--- src/rtl/core/binary_min_heap_queue_top_macros.svh ---
// Assertion macros shared by the heap queue RTL.
`ifndef BINARY_MIN_HEAP_QUEUE_TOP_MACROS_SVH
`define BINARY_MIN_HEAP_QUEUE_TOP_MACROS_SVH

`ifndef ASSERT_OFF
// A condition that must hold at every clock edge outside reset.
`define BMHQ_ASSERT_ALWAYS(lbl, clk, rst_n, cond, msg) \
    lbl: assert property (@(posedge clk) disable iff (!rst_n) (cond)) else $error(msg);
// A condition that must hold in the cycle after the trigger.
`define BMHQ_ASSERT_NEXT(lbl, clk, rst_n, trig, cons, msg) \
    lbl: assert property (@(posedge clk) disable iff (!rst_n) (trig) |=> (cons)) \
        else $error(msg);
`else
`define BMHQ_ASSERT_ALWAYS(lbl, clk, rst_n, cond, msg)
`define BMHQ_ASSERT_NEXT(lbl, clk, rst_n, trig, cons, msg)
`endif

`endif

--- src/rtl/core/bmhq_pkg.sv ---
// Types and constants of the binary min-heap queue.
`default_nettype none

package bmhq_pkg;

    localparam int CAP_W = 7;
    localparam logic [CAP_W-1:0] CAP_RESET = 7'd64;
    localparam logic signed [31:0] INT_MAX = 32'sh7FFF_FFFF;

    typedef enum logic [1:0] {
        REQ_INSERT  = 2'd0,
        REQ_EXTRACT = 2'd1,
        REQ_DELETE  = 2'd2,
        REQ_IGNORE  = 2'd3
    } t_req;

    typedef enum logic [1:0] {
        ST_OK    = 2'd0,
        ST_FULL  = 2'd1,
        ST_EMPTY = 2'd2,
        ST_RANGE = 2'd3
    } t_status;

    typedef enum logic [3:0] {
        S_IDLE,
        S_UP_RD,
        S_UP_CMP,
        S_DEL_RD,
        S_DEL_WR,
        S_POP_RD0,
        S_POP_RDL,
        S_POP_LAST,
        S_DN_RDL,
        S_DN_RDR,
        S_DN_CMP,
        S_DONE
    } t_state;

    typedef struct packed {
        t_req               req_type;
        logic signed [31:0] key_value;
        logic [5:0]         entry_index;
    } t_in_word;

    typedef struct packed {
        logic signed [31:0] result_key;
        t_status            status;
        logic [6:0]         occupancy;
    } t_out_word;

endpackage

`default_nettype wire

--- src/rtl/core/bmhq_ram.sv ---
// Heap key store: one write port and one read port with registered read data.
`default_nettype none

module bmhq_ram #(
    parameter int DEPTH = 64
) (
    input  wire logic                         i_clk,
    input  wire logic                         i_rd_en,
    input  wire logic [$clog2(DEPTH)-1:0]     i_rd_addr,
    output logic signed [31:0]                o_rd_data,
    input  wire logic                         i_wr_en,
    input  wire logic [$clog2(DEPTH)-1:0]     i_wr_addr,
    input  wire logic signed [31:0]           i_wr_data
);

    logic signed [31:0] mem [DEPTH];

    always_ff @(posedge i_clk) begin
        if (i_wr_en) begin
            mem[i_wr_addr] <= i_wr_data;
        end
    end

    always_ff @(posedge i_clk) begin
        if (i_rd_en) begin
            o_rd_data <= mem[i_rd_addr];
        end
    end

endmodule

`default_nettype wire

--- src/rtl/core/binary_min_heap_queue_top.sv ---
// Binary min-heap priority queue of signed keys held in a single-port-read RAM.
//
//   channel  | handshake                 | word
//   ---------+---------------------------+-----------------------------------
//   request  | i_in_valid / o_in_ready   | i_in_word  (type, key, index)
//   result   | o_out_valid / i_out_ready | o_out_word (key, status, count)
//   config   | i_cfg_wr_en               | i_cfg_wr_data (capacity limit)
//
// One request at a time; a key climbs a level by reading its parent (S_UP_RD) and then
// comparing and writing (S_UP_CMP), and sinks a level by reading the left child, reading the
// right child and comparing (S_DN_RDL, S_DN_RDR, S_DN_CMP), over up to 6 levels. Errors and
// ignored requests go straight to done; a delete first shifts the index's ancestors down.
// Reset is synchronous and empties the heap at once; RAM contents are not cleared.
// A finished word waits in the output register while the next request is taken, and the
// next word holds in the done state until that one is accepted.
`default_nettype none

`include "binary_min_heap_queue_top_macros.svh"

module binary_min_heap_queue_top #(
    parameter int DEPTH = 64
) (
    input  wire logic                       i_clk,
    input  wire logic                       i_rst_n,
    input  wire logic                       i_in_valid,
    output logic                            o_in_ready,
    input  wire bmhq_pkg::t_in_word         i_in_word,
    output logic                            o_out_valid,
    input  wire logic                       i_out_ready,
    output bmhq_pkg::t_out_word             o_out_word,
    input  wire logic                       i_cfg_wr_en,
    input  wire logic [bmhq_pkg::CAP_W-1:0] i_cfg_wr_data
);

    localparam int AW = $clog2(DEPTH);
    localparam int CW = $clog2(DEPTH + 1);
    localparam int XW = (CW > bmhq_pkg::CAP_W) ? CW : bmhq_pkg::CAP_W;

    bmhq_pkg::t_state    r_state, n_state;
    logic [CW-1:0]       r_count, n_count;
    logic [bmhq_pkg::CAP_W-1:0] r_cap;
    logic [AW-1:0]       r_idx, n_idx;
    logic signed [31:0]  r_key, n_key;
    logic signed [31:0]  r_ldata, n_ldata;
    logic                r_rvalid, n_rvalid;
    logic signed [31:0]  r_res, n_res;
    bmhq_pkg::t_status   r_status, n_status;
    logic                r_extract, n_extract;
    logic                r_out_valid, n_out_valid;
    bmhq_pkg::t_out_word r_out, n_out;

    logic                w_rd_en;
    logic [AW-1:0]       w_rd_addr;
    logic signed [31:0]  w_rd_data;
    logic                w_wr_en;
    logic [AW-1:0]       w_wr_addr;
    logic signed [31:0]  w_wr_data;

    logic                w_acc;
    logic                w_full;
    logic [XW-1:0]       w_cnt_x;
    logic [AW-1:0]       w_parent;
    logic [AW+1:0]       w_lchild;
    logic [AW+1:0]       w_rchild;
    logic [AW+1:0]       w_cnt_c;
    logic                w_l_in;
    logic                w_r_in;
    logic signed [31:0]  w_min;
    logic [AW-1:0]       w_sel;
    logic                w_move;
    logic                w_ins;
    logic [CW-1:0]       w_cnt_inc;
    logic                w_wr_live;

    bmhq_ram #(
        .DEPTH(DEPTH)
    ) u_ram (
        .i_clk     (i_clk),
        .i_rd_en   (w_rd_en),
        .i_rd_addr (w_rd_addr),
        .o_rd_data (w_rd_data),
        .i_wr_en   (w_wr_en),
        .i_wr_addr (w_wr_addr),
        .i_wr_data (w_wr_data)
    );

    assign o_in_ready  = (r_state == bmhq_pkg::S_IDLE);
    assign w_acc       = i_in_valid && o_in_ready;
    assign o_out_valid = r_out_valid;
    assign o_out_word  = r_out;

    assign w_cnt_x  = XW'(r_count);
    // The capacity in effect never exceeds the store depth.
    assign w_full   = (w_cnt_x >= XW'(r_cap)) || (w_cnt_x == XW'(DEPTH));
    assign w_parent = (r_idx - AW'(1)) >> 1;
    assign w_lchild = {1'b0, r_idx, 1'b1};
    assign w_rchild = {1'b0, r_idx, 1'b0} + (AW+2)'(2);
    assign w_cnt_c  = (AW+2)'(r_count);
    assign w_l_in   = (w_lchild < w_cnt_c);
    assign w_r_in   = (w_rchild < w_cnt_c);

    assign w_ins     = w_acc && (i_in_word.req_type == bmhq_pkg::REQ_INSERT) && !w_full;
    assign w_cnt_inc = r_count + CW'(1);
    assign w_wr_live = !w_wr_en || ((AW+2)'(w_wr_addr) < w_cnt_c);

    // Smaller of the moving key and its children; the right child must be strictly
    // smaller than the winner of the first compare to take the slot.
    always_comb begin
        w_min  = r_key;
        w_sel  = r_idx;
        w_move = 1'b0;
        if (r_ldata < w_min) begin
            w_min  = r_ldata;
            w_sel  = w_lchild[AW-1:0];
            w_move = 1'b1;
        end
        if (r_rvalid && (w_rd_data < w_min)) begin
            w_min  = w_rd_data;
            w_sel  = w_rchild[AW-1:0];
            w_move = 1'b1;
        end
    end

    always_comb begin
        n_state     = r_state;
        n_count     = r_count;
        n_idx       = r_idx;
        n_key       = r_key;
        n_ldata     = r_ldata;
        n_rvalid    = r_rvalid;
        n_res       = r_res;
        n_status    = r_status;
        n_extract   = r_extract;
        n_out_valid = r_out_valid && !i_out_ready;
        n_out       = r_out;
        w_rd_en     = 1'b0;
        w_rd_addr   = '0;
        w_wr_en     = 1'b0;
        w_wr_addr   = '0;
        w_wr_data   = r_key;

        unique case (r_state)
            bmhq_pkg::S_IDLE: begin
                if (w_acc) begin
                    n_res     = '0;
                    n_status  = bmhq_pkg::ST_OK;
                    n_extract = 1'b0;
                    unique case (i_in_word.req_type)
                        bmhq_pkg::REQ_INSERT: begin
                            if (w_full) begin
                                n_status = bmhq_pkg::ST_FULL;
                                n_state  = bmhq_pkg::S_DONE;
                            end else begin
                                n_key   = i_in_word.key_value;
                                n_idx   = r_count[AW-1:0];
                                n_count = r_count + CW'(1);
                                n_state = bmhq_pkg::S_UP_RD;
                            end
                        end
                        bmhq_pkg::REQ_EXTRACT: begin
                            if (r_count == '0) begin
                                n_res    = bmhq_pkg::INT_MAX;
                                n_status = bmhq_pkg::ST_EMPTY;
                                n_state  = bmhq_pkg::S_DONE;
                            end else begin
                                n_extract = 1'b1;
                                n_state   = bmhq_pkg::S_POP_RD0;
                            end
                        end
                        bmhq_pkg::REQ_DELETE: begin
                            if (XW'(i_in_word.entry_index) >= w_cnt_x) begin
                                n_status = bmhq_pkg::ST_RANGE;
                                n_state  = bmhq_pkg::S_DONE;
                            end else begin
                                n_idx   = AW'(i_in_word.entry_index);
                                n_state = bmhq_pkg::S_DEL_RD;
                            end
                        end
                        default: begin
                            n_state = bmhq_pkg::S_DONE;
                        end
                    endcase
                end
            end
            bmhq_pkg::S_UP_RD: begin
                if (r_idx == '0) begin
                    w_wr_en   = 1'b1;
                    w_wr_addr = r_idx;
                    n_state   = bmhq_pkg::S_DONE;
                end else begin
                    w_rd_en   = 1'b1;
                    w_rd_addr = w_parent;
                    n_state   = bmhq_pkg::S_UP_CMP;
                end
            end
            bmhq_pkg::S_UP_CMP: begin
                w_wr_en   = 1'b1;
                w_wr_addr = r_idx;
                if (r_key < w_rd_data) begin
                    // The parent drops into the hole and the hole moves up.
                    w_wr_data = w_rd_data;
                    n_idx     = w_parent;
                    n_state   = bmhq_pkg::S_UP_RD;
                end else begin
                    n_state = bmhq_pkg::S_DONE;
                end
            end
            bmhq_pkg::S_DEL_RD: begin
                if (r_idx == '0) begin
                    n_state = bmhq_pkg::S_POP_RD0;
                end else begin
                    w_rd_en   = 1'b1;
                    w_rd_addr = w_parent;
                    n_state   = bmhq_pkg::S_DEL_WR;
                end
            end
            bmhq_pkg::S_DEL_WR: begin
                // Shifting each ancestor down one level overwrites the chosen entry, and the
                // pop then discards the root, whose key now also sits in its child.
                w_wr_en   = 1'b1;
                w_wr_addr = r_idx;
                w_wr_data = w_rd_data;
                n_idx     = w_parent;
                n_state   = bmhq_pkg::S_DEL_RD;
            end
            bmhq_pkg::S_POP_RD0: begin
                w_rd_en   = 1'b1;
                w_rd_addr = '0;
                n_count   = r_count - CW'(1);
                n_state   = bmhq_pkg::S_POP_RDL;
            end
            bmhq_pkg::S_POP_RDL: begin
                if (r_extract) begin
                    n_res = w_rd_data;
                end
                if (r_count == '0) begin
                    n_state = bmhq_pkg::S_DONE;
                end else begin
                    w_rd_en   = 1'b1;
                    w_rd_addr = r_count[AW-1:0];
                    n_state   = bmhq_pkg::S_POP_LAST;
                end
            end
            bmhq_pkg::S_POP_LAST: begin
                n_key   = w_rd_data;
                n_idx   = '0;
                n_state = bmhq_pkg::S_DN_RDL;
            end
            bmhq_pkg::S_DN_RDL: begin
                if (!w_l_in) begin
                    w_wr_en   = 1'b1;
                    w_wr_addr = r_idx;
                    n_state   = bmhq_pkg::S_DONE;
                end else begin
                    w_rd_en   = 1'b1;
                    w_rd_addr = w_lchild[AW-1:0];
                    n_state   = bmhq_pkg::S_DN_RDR;
                end
            end
            bmhq_pkg::S_DN_RDR: begin
                n_ldata  = w_rd_data;
                n_rvalid = w_r_in;
                if (w_r_in) begin
                    w_rd_en   = 1'b1;
                    w_rd_addr = w_rchild[AW-1:0];
                end
                n_state = bmhq_pkg::S_DN_CMP;
            end
            bmhq_pkg::S_DN_CMP: begin
                w_wr_en   = 1'b1;
                w_wr_addr = r_idx;
                if (w_move) begin
                    w_wr_data = w_min;
                    n_idx     = w_sel;
                    n_state   = bmhq_pkg::S_DN_RDL;
                end else begin
                    n_state = bmhq_pkg::S_DONE;
                end
            end
            bmhq_pkg::S_DONE: begin
                if (!r_out_valid || i_out_ready) begin
                    n_out_valid      = 1'b1;
                    n_out.result_key = r_res;
                    n_out.status     = r_status;
                    n_out.occupancy  = w_cnt_x[bmhq_pkg::CAP_W-1:0];
                    n_state          = bmhq_pkg::S_IDLE;
                end
            end
            default: begin
                n_state = bmhq_pkg::S_IDLE;
            end
        endcase
    end

    always_ff @(posedge i_clk) begin
        if (!i_rst_n) begin
            r_state     <= bmhq_pkg::S_IDLE;
            r_count     <= '0;
            r_cap       <= bmhq_pkg::CAP_RESET;
            r_out_valid <= 1'b0;
        end else begin
            r_state     <= n_state;
            r_count     <= n_count;
            r_out_valid <= n_out_valid;
            if (i_cfg_wr_en) begin
                r_cap <= i_cfg_wr_data;
            end
        end
    end

    always_ff @(posedge i_clk) begin
        r_idx     <= n_idx;
        r_key     <= n_key;
        r_ldata   <= n_ldata;
        r_rvalid  <= n_rvalid;
        r_res     <= n_res;
        r_status  <= n_status;
        r_extract <= n_extract;
        r_out     <= n_out;
    end

    `BMHQ_ASSERT_ALWAYS(a_count_bound, i_clk, i_rst_n, w_cnt_x <= XW'(DEPTH), "count above depth")
    `BMHQ_ASSERT_NEXT(a_insert_grows, i_clk, i_rst_n, w_ins, r_count == $past(w_cnt_inc), "insert lost")
    `BMHQ_ASSERT_ALWAYS(a_write_in_heap, i_clk, i_rst_n, w_wr_live, "write beyond live entries")

endmodule

`default_nettype wire

--- config.mk ---
export PLATFORM = sky130hd
export DESIGN_NAME = binary_min_heap_queue_top
export DESIGN_NICKNAME = d
export VERILOG_FILES = /design/src/rtl/core/bmhq_pkg.sv /design/src/rtl/core/bmhq_ram.sv /design/src/rtl/core/binary_min_heap_queue_top.sv
export VERILOG_INCLUDE_DIRS = /design/src /design/src/rtl/core
export SDC_FILE = /design/constraint.sdc
export NUM_CORES = 2
export LEC_CHECK = 0
export ABC_AREA = 1
export BUFFER_PORTS_ARGS = -buffer_cell sky130_fd_sc_hd__buf_2
export CORE_MARGIN = 5
export CORE_UTILIZATION = 35
export CTS_CLUSTER_DIAMETER = 80
export DETAILED_ROUTE_END_ITERATION = 7
export PLACE_DENSITY = 0.54
export SYNTH_ARGS = -nofsm -noshare
export SYNTH_HDL_FRONTEND = slang
export SYNTH_HIERARCHICAL = 1
export SYNTH_SLANG_ARGS = --single-unit
--- constraint.sdc ---
create_clock -name i_clk -period 7.7 [get_ports i_clk]
set_input_delay 0 -clock i_clk [delete_from_list [all_inputs] [get_ports i_clk]]
set_output_delay 0 -clock i_clk [all_outputs]
set_load 0.05 [all_outputs]
Word level (Yosys, flattened, before mapping):

Memory sizes are Yosys's and may differ from the RTL's. A register that Yosys moved wholly into a read port is not among the register bits.
Cells that the tools add are included.

* add/sub/neg operators: 4
* order comparisons: 7
* equal/unequal tests: 25
* mux-type cells: 66
* reduce and logical (&&, ||, !) cells: 24

Operator list (number)
* $mux W32: 9
* $pmux W32 S2: 2
* $lt A32 B32 Y1: 3
* $pmux W32 S3: 1
* $mux W6: 12
* $mux W31: 2
* $pmux W4 S12: 1
* $mux W4: 8
* $pmux W6 S5: 1
* $pmux W6 S4: 1
* $mux W7: 3
* $pmux W6 S3: 1
* $eq A4 B3 Y1 const B: 4
* $eq A4 B4 Y1 const B: 4
* $mux W1: 14
* $pmux W7 S2: 1
* $pmux W4 S3: 1
* $pmux W6 S2: 1
* $ne A2 B2 Y1 const B: 5
* $ne A3 B3 Y1 const B: 3
* $add A7 B2 Y8 const B: 1
* $eq A4 B2 Y1 const B: 2
* $lt A8 B7 Y1: 1
* $mux W2: 4
* other kinds (31): 41

* flip-flop bits (word level): 166
* bits in writable memories: 2048
* output and inout port bits: 43
* logic and storage cells: 141
* memories kept: 1

Memory list
* u_ram.mem: words 64, bits a word 32, rd ports 1, clocked after Yosys merged registers in 1, write ports 1, RTL line bmhq_ram.sv:16 `logic signed [31:0] mem [DEPTH];`

Logic depth before layout (Yosys ltp):

* depth after elaboration: 7
* mapped depth: 35

Cells and area by module:

Netlist, hierarchy kept.

By module, submodules not included
* bmhq_ram: instances 1, cells each 6769, area each 83058.4 µm², seq. area each 62459.9 µm²
* binary_min_heap_queue_top: instances 1, cells each 1335, area each 11272.1 µm², seq. area each 4794.6 µm²

Worst setup path before layout:

Ideal clock, no wire load.

* path type: register -> register
* from: reg r_idx[0]
* to: mem u_ram.mem[50][0], enable pin
* setup time: 0.502 ns
* arrival time: 5.189 ns
* data required time: 7.198 ns
* setup slack: 2.009 ns
* cell stages (with the launch flop): 12
* cell sequence: edfxtp_1 > inv_1 > ha_1 > nand2_1 > nor2_1 > inv_1 > nor3_1 > nand3_1 > a21oi_1 > clkbuf_1 > inv_1 > nor4_1

* elaborated cells between the ends (all ways): 10
* those cells by class: order compare (1); mux (8); reduce/logical (1)

RTL lines
* start: declaration: RTL line binary_min_heap_queue_top.sv:42 `logic [AW-1:0] r_idx, n_idx;`
* start signal: assignment: RTL line binary_min_heap_queue_top.sv:312 `r_idx <= n_idx;`
* $lt A7 B7 Y1 or $logic_not A6 Y1 (tied branches): RTL line binary_min_heap_queue_top.sv:99, binary_min_heap_queue_top.sv:186
* $mux W6 (on tied branches): RTL line binary_min_heap_queue_top.sv:250, binary_min_heap_queue_top.sv:186
* $pmux W6 S3 *: RTL line binary_min_heap_queue_top.sv:142 `unique case (r_state)`
* net w_wr_addr[1]: RTL line binary_min_heap_queue_top.sv:56 `logic [AW-1:0] w_wr_addr;`
* end: declaration: RTL line bmhq_ram.sv:16

Mark *: on every way through the listed nets, which the timed path passes. The rest lies on a longest branch.

Worst setup path in the final report:

* from: reg r_key[25]
* to: mem u_ram.mem[63][6], data pin

* longest elaborated chain between the ends: 7
* elaborated cells between the ends (all ways): 11
* those cells by class: order compare (3); mux (7); reduce/logical (1)

Ends and longest elaborated chain
* start: declaration: RTL line binary_min_heap_queue_top.sv:43 `logic signed [31:0] r_key, n_key;`
* start signal: assignment: RTL line binary_min_heap_queue_top.sv:313 `r_key <= n_key;`
* $lt A32 B32 Y1: RTL line binary_min_heap_queue_top.sv:112 `if (r_ldata < w_min) begin`
* $mux W32: RTL line binary_min_heap_queue_top.sv:112
* $lt A32 B32 Y1: RTL line binary_min_heap_queue_top.sv:117 `if (r_rvalid && (w_rd_data < w_min)) begin`
* $logic_and A1 B1 Y1: RTL line binary_min_heap_queue_top.sv:117
* $mux W32 or $mux W1 (tied branches): RTL line binary_min_heap_queue_top.sv:117
* $mux W32: RTL line binary_min_heap_queue_top.sv:272 `if (w_move) begin`
* $pmux W32 S3 *: RTL line binary_min_heap_queue_top.sv:142
* net w_wr_data[6]: RTL line binary_min_heap_queue_top.sv:57 `logic signed [31:0] w_wr_data;`

Marked as above.

==> results.txt <==
----------------------------------------------------
[Yosys]
  Most common cell in the netlist ... sky130_fd_sc_hd__nand2_1
  Post-synth top flop ... sky130_fd_sc_hd__edfxtp_1
  Post-Synthesis Mean Instance Area ... 11.6 sq um
  Fraction of registers with async set or reset after synthesis ... 0%
  Fraction of the mapped netlist area in simple logic gates ... 21.9%
  Synth Area in Compound Gates ... roughly 1.8%
  Post-synthesis cell count ... 8104
  Number of unique standard cell types used by synthesis ... 44
  Flip-flop and latch count after synthesis ... 2246
  Synthesized-area fraction occupied by adder cells ... under 10%
  Most numerous cell types in the synthesized netlist ... sky130_fd_sc_hd__nand2_1 (2573), sky130_fd_sc_hd__edfxtp_1 (2227), sky130_fd_sc_hd__nand3_1 (1966)
  Seq/Total Area, Yosys ... 71.3%
  Area of the mapped netlist ... 94300 sq um
  Number of synthesized flops with an enable pin ... around 2200
  Number of nets in the synthesized netlist ... about 8300
  Share of Yosys cell area claimed by the top area cell type ... 70.9%
  Yosys Warn Count ... 6
  Post-Synth XOR/XNOR Area ... 0.0928%
  Biggest area consumer among synthesized cells ... sky130_fd_sc_hd__edfxtp_1
  Portion of netlist area occupied by mux cells ... 0%
  Top cells by area, synth ... sky130_fd_sc_hd__edfxtp_1 (71%), sky130_fd_sc_hd__nand3_1 (10%), sky130_fd_sc_hd__nand2_1 (10%), sky130_fd_sc_hd__ha_1 (1.7%), sky130_fd_sc_hd__buf_2 (1.5%)
  Dominant combinational cell family by area after synthesis ... simple AND/OR/NAND/NOR gates

[STA]
  Part of the cycle the worst path needs ... 88.6%
  Post-route worst setup slack ... 0.881 ns
  Final Hold Violating Endpoints ... 0
  Worst slew margin relative to its limit ... about 5.9%
  Crit path time final ... 6.82 ns
  Clock skew after layout ... 0.0340 ns
  RSZ-0062 raised after global routing ... false
  Maximum clock rate ... 0.147 GHz
  Hold slack ... 0.0928 ns
  Final count of negative-setup-slack endpoints ... 0
  Final sum of negative setup slack ... 0 ns
  Slew at the pin with the worst max-slew slack ... 1.41 ns
  Total count of max-transition violations in the final report ... 0

[Floorplan]
  Io pins ... 95
  Core Box Area ... 268000 sq um
  Overall die area ... between 200000 and 300000 sq um
  Floorplan die height ... about 530 um
  Standard-cell row count ... 190
  Initial Utilization ... a little over a third
  Die width ... 529 um

[Run]
  Max_cap viols ... 0

[Clock tree]
  Number of CTS-inserted buffers ... 229
  H-Tree Level Count ... 4
  Clock tree from TritonCTS ... built
  Post-CTS clock slew at the launch and capture registers of the worst setup and hold paths ... 0.07 ns
  Root buf cell ... sky130_fd_sc_hd__clkbuf_16
  Clock buffer depth ... 3
  Clk sinks ... 2246
  Worst skew pair latency ... 0.88 ns
  Number of resized instances in the post-cts repair step ... 0

[Drt]
  Drt drc ... 0
  Detail-routed via count per cell ... 5.41
  Post-route antenna net violation count ... 0
  Total length of routed wires ... slightly below 300000 um
  Average wire per standard cell ... around 24 um
  Via count ... 64700
  Iter 0 DRT Violations ... 7784
  Drt first pass iters ... 7

[Global route]
  Maximum number of pins on one net before global-route repair ... around 180
  Total GRT Usage ... 20.4%
  First-pass GRT wire length ... between 400000 and 500000 um
  Number of antenna violations at the first check in global routing ... 5
  Vias in the first global route ... roughly 61000
  Overflow after GRT ... 0

[Power and ir drop]
  Power per cell area ... between 400 and 500 nW/um^2
  Leakage power of the design ... approximately 38 nW
  Worst IR Drop VDD ... about 0.51 mV

[Critical path]
  Data required time at the worst endpoint ... 8.22 ns
  Critical-path maximum fanout ... 65
  Cell family contributing the most delay on the critical path ... simple AND/OR/NAND/NOR gates
  WS Path Type ... register to register
  Critical path startpoint category ... register
  Slowest CP cell ... sky130_fd_sc_hd__nand3_2
  Combined buffer and inverter count along the critical path ... 3
  Critical Path Stages ... 25
  Critical Path Max Stage Delay ... 0.93 ns
  CP arrival ... 7.34 ns
  Depth of the worst register-to-register path ... 25
  Most frequent cell on the critical path ... sky130_fd_sc_hd__nand2_1
  Kind of end point of the critical path ... register

[Final layout]
  Net count reported at finish ... ~8400
  Area growth from synthesis to final layout ... 13.8%
  FILL cells ... 25200
  Post-route core utilization ... 40.0%
  Share of final-layout standard cells stronger than drive strength 1 ... 8.24%
  Final standard cell count with taps included and fillers excluded ... around 12000

[Min path]
  Cells on Worst Hold Path ... 4
  HP Class ... input pin to register

[Place]
  Placed cell count ... 11400
  HPWL after DPL ... between 150000 and 200000 um
  Final weighted congestion of routability-driven global placement ... 0.873
  DP Worst Slack ... 1.07 ns
  Input/output buffers ... 94

[Outcome]
  Run status ... finished clean

----------------------------------------------------
## logic make-up after synthesis
kind of cell	count (synthesis)
flops	2246
fa+ha+maj	126
compound gates	289
simple gates	4768
xor+xnor	10
buf+inv	665
## per-stage QoR
step                total power, W  area (sq um)
global route                0.0487        107000
global placement            0.0353         99200
CTS                         0.0463        107000
detailed placement          0.0356         99200
finish                      0.0462        107000
floorplan                   0.0286         94300
## layout by cell type, fill, tap and decap left out, types with 19 or more instances in the layout
master,count
sky130_fd_sc_hd__clkinv_1,53
sky130_fd_sc_hd__o21ai_0,130
sky130_fd_sc_hd__dlygate4sd3_1,98
sky130_fd_sc_hd__inv_1,152
sky130_fd_sc_hd__nand3_1,1966
sky130_fd_sc_hd__edfxtp_1,2227
sky130_fd_sc_hd__o211ai_1,40
sky130_fd_sc_hd__nor2_4,57
sky130_fd_sc_hd__clkbuf_16,231
sky130_fd_sc_hd__clkbuf_1,61
sky130_fd_sc_hd__buf_12,23
sky130_fd_sc_hd__buf_2,94
sky130_fd_sc_hd__dfxtp_1,19
sky130_fd_sc_hd__buf_4,174
sky130_fd_sc_hd__nand2_1,2572
sky130_fd_sc_hd__clkinv_2,34
sky130_fd_sc_hd__nand4_1,86
sky130_fd_sc_hd__nor2_1,50
sky130_fd_sc_hd__ha_1,125
sky130_fd_sc_hd__a21oi_1,77
## power by group
part / leakage [nW] / internal [W] / switching (W)
Clock: 3.47 / 0.00598 / 0.00470
Sequential: 20.3 / 0.0164 / 0.000321
Combinational: 14.1 / 0.00444 / 0.0144
## timing repair
action                                  in CTS  in global routing
hold buffers                                98                  0
endpoints found under the setup margin       0                  0
setup buffers                                0                  0
endpoints found under the hold margin      174                  0
## final cells by class
class | instances | area (sq um) | share of cell area [%]
antenna | 6 | 15.0 | 0.0140
clock buffer | 292 | 6010 | 5.60
clock inverter | 130 | 1140 | 1.06
inverter | 159 | 636 | 0.592
multi-input combinational | 5193 | 24600 | 22.9
sequential | 2246 | 67300 | 62.7
tap | 3552 | 4440 | 4.14
timing repair buffer | 389 | 3220 | 3.00
## per-layer routing
metal	GRT usage, %	vias to the layer above	share of wire [%]
met5	0	-	0
met4	6.33	0	2.9
met3	3.55	378	8.5
met2	31.3	2816	45
met1	29.6	32400	44
li1	-	29100	-
## flip-flops by register name, indices dropped and copies added (netlist names)
name,flops
r_rvalid,1
u_ram/o_rd_data,32
r_cap,7
u_ram/mem,2048
r_idx,6
r_status,2
r_count,7
o_out_valid,1
r_extract,1
r_res,32
r_state,4
r_ldata,32
r_key,32
o_out_word,41
## worst paths after layout
check | slack [ns] | start | endpoint
setup / recovery | 0.88 | r_key[25]$_DFFE_PP_ | u_ram/mem[63][6]$_DFFE_PP_
hold / removal | 0.09 | i_in_word[36] | r_key[30]$_DFFE_PP_
setup reg to reg | 0.88 | r_key[25]$_DFFE_PP_ | u_ram/mem[63][6]$_DFFE_PP_
hold reg to reg | 0.42 | r_res[17]$_DFFE_PP_ | o_out_word[26]$_DFFE_PP_
## tightest hold or removal path, delay by kind of cell
| family | cells | cell delay (ns) |
|---|---|---|
| AO/OA/AOI/OAI | 1 | 0.13 |
| AND/OR/NAND/NOR | 1 | 0.05 |
| buffers and inverters | 2 | 0.65 |
No activity file was read; power rests on OpenSTA's default activity.
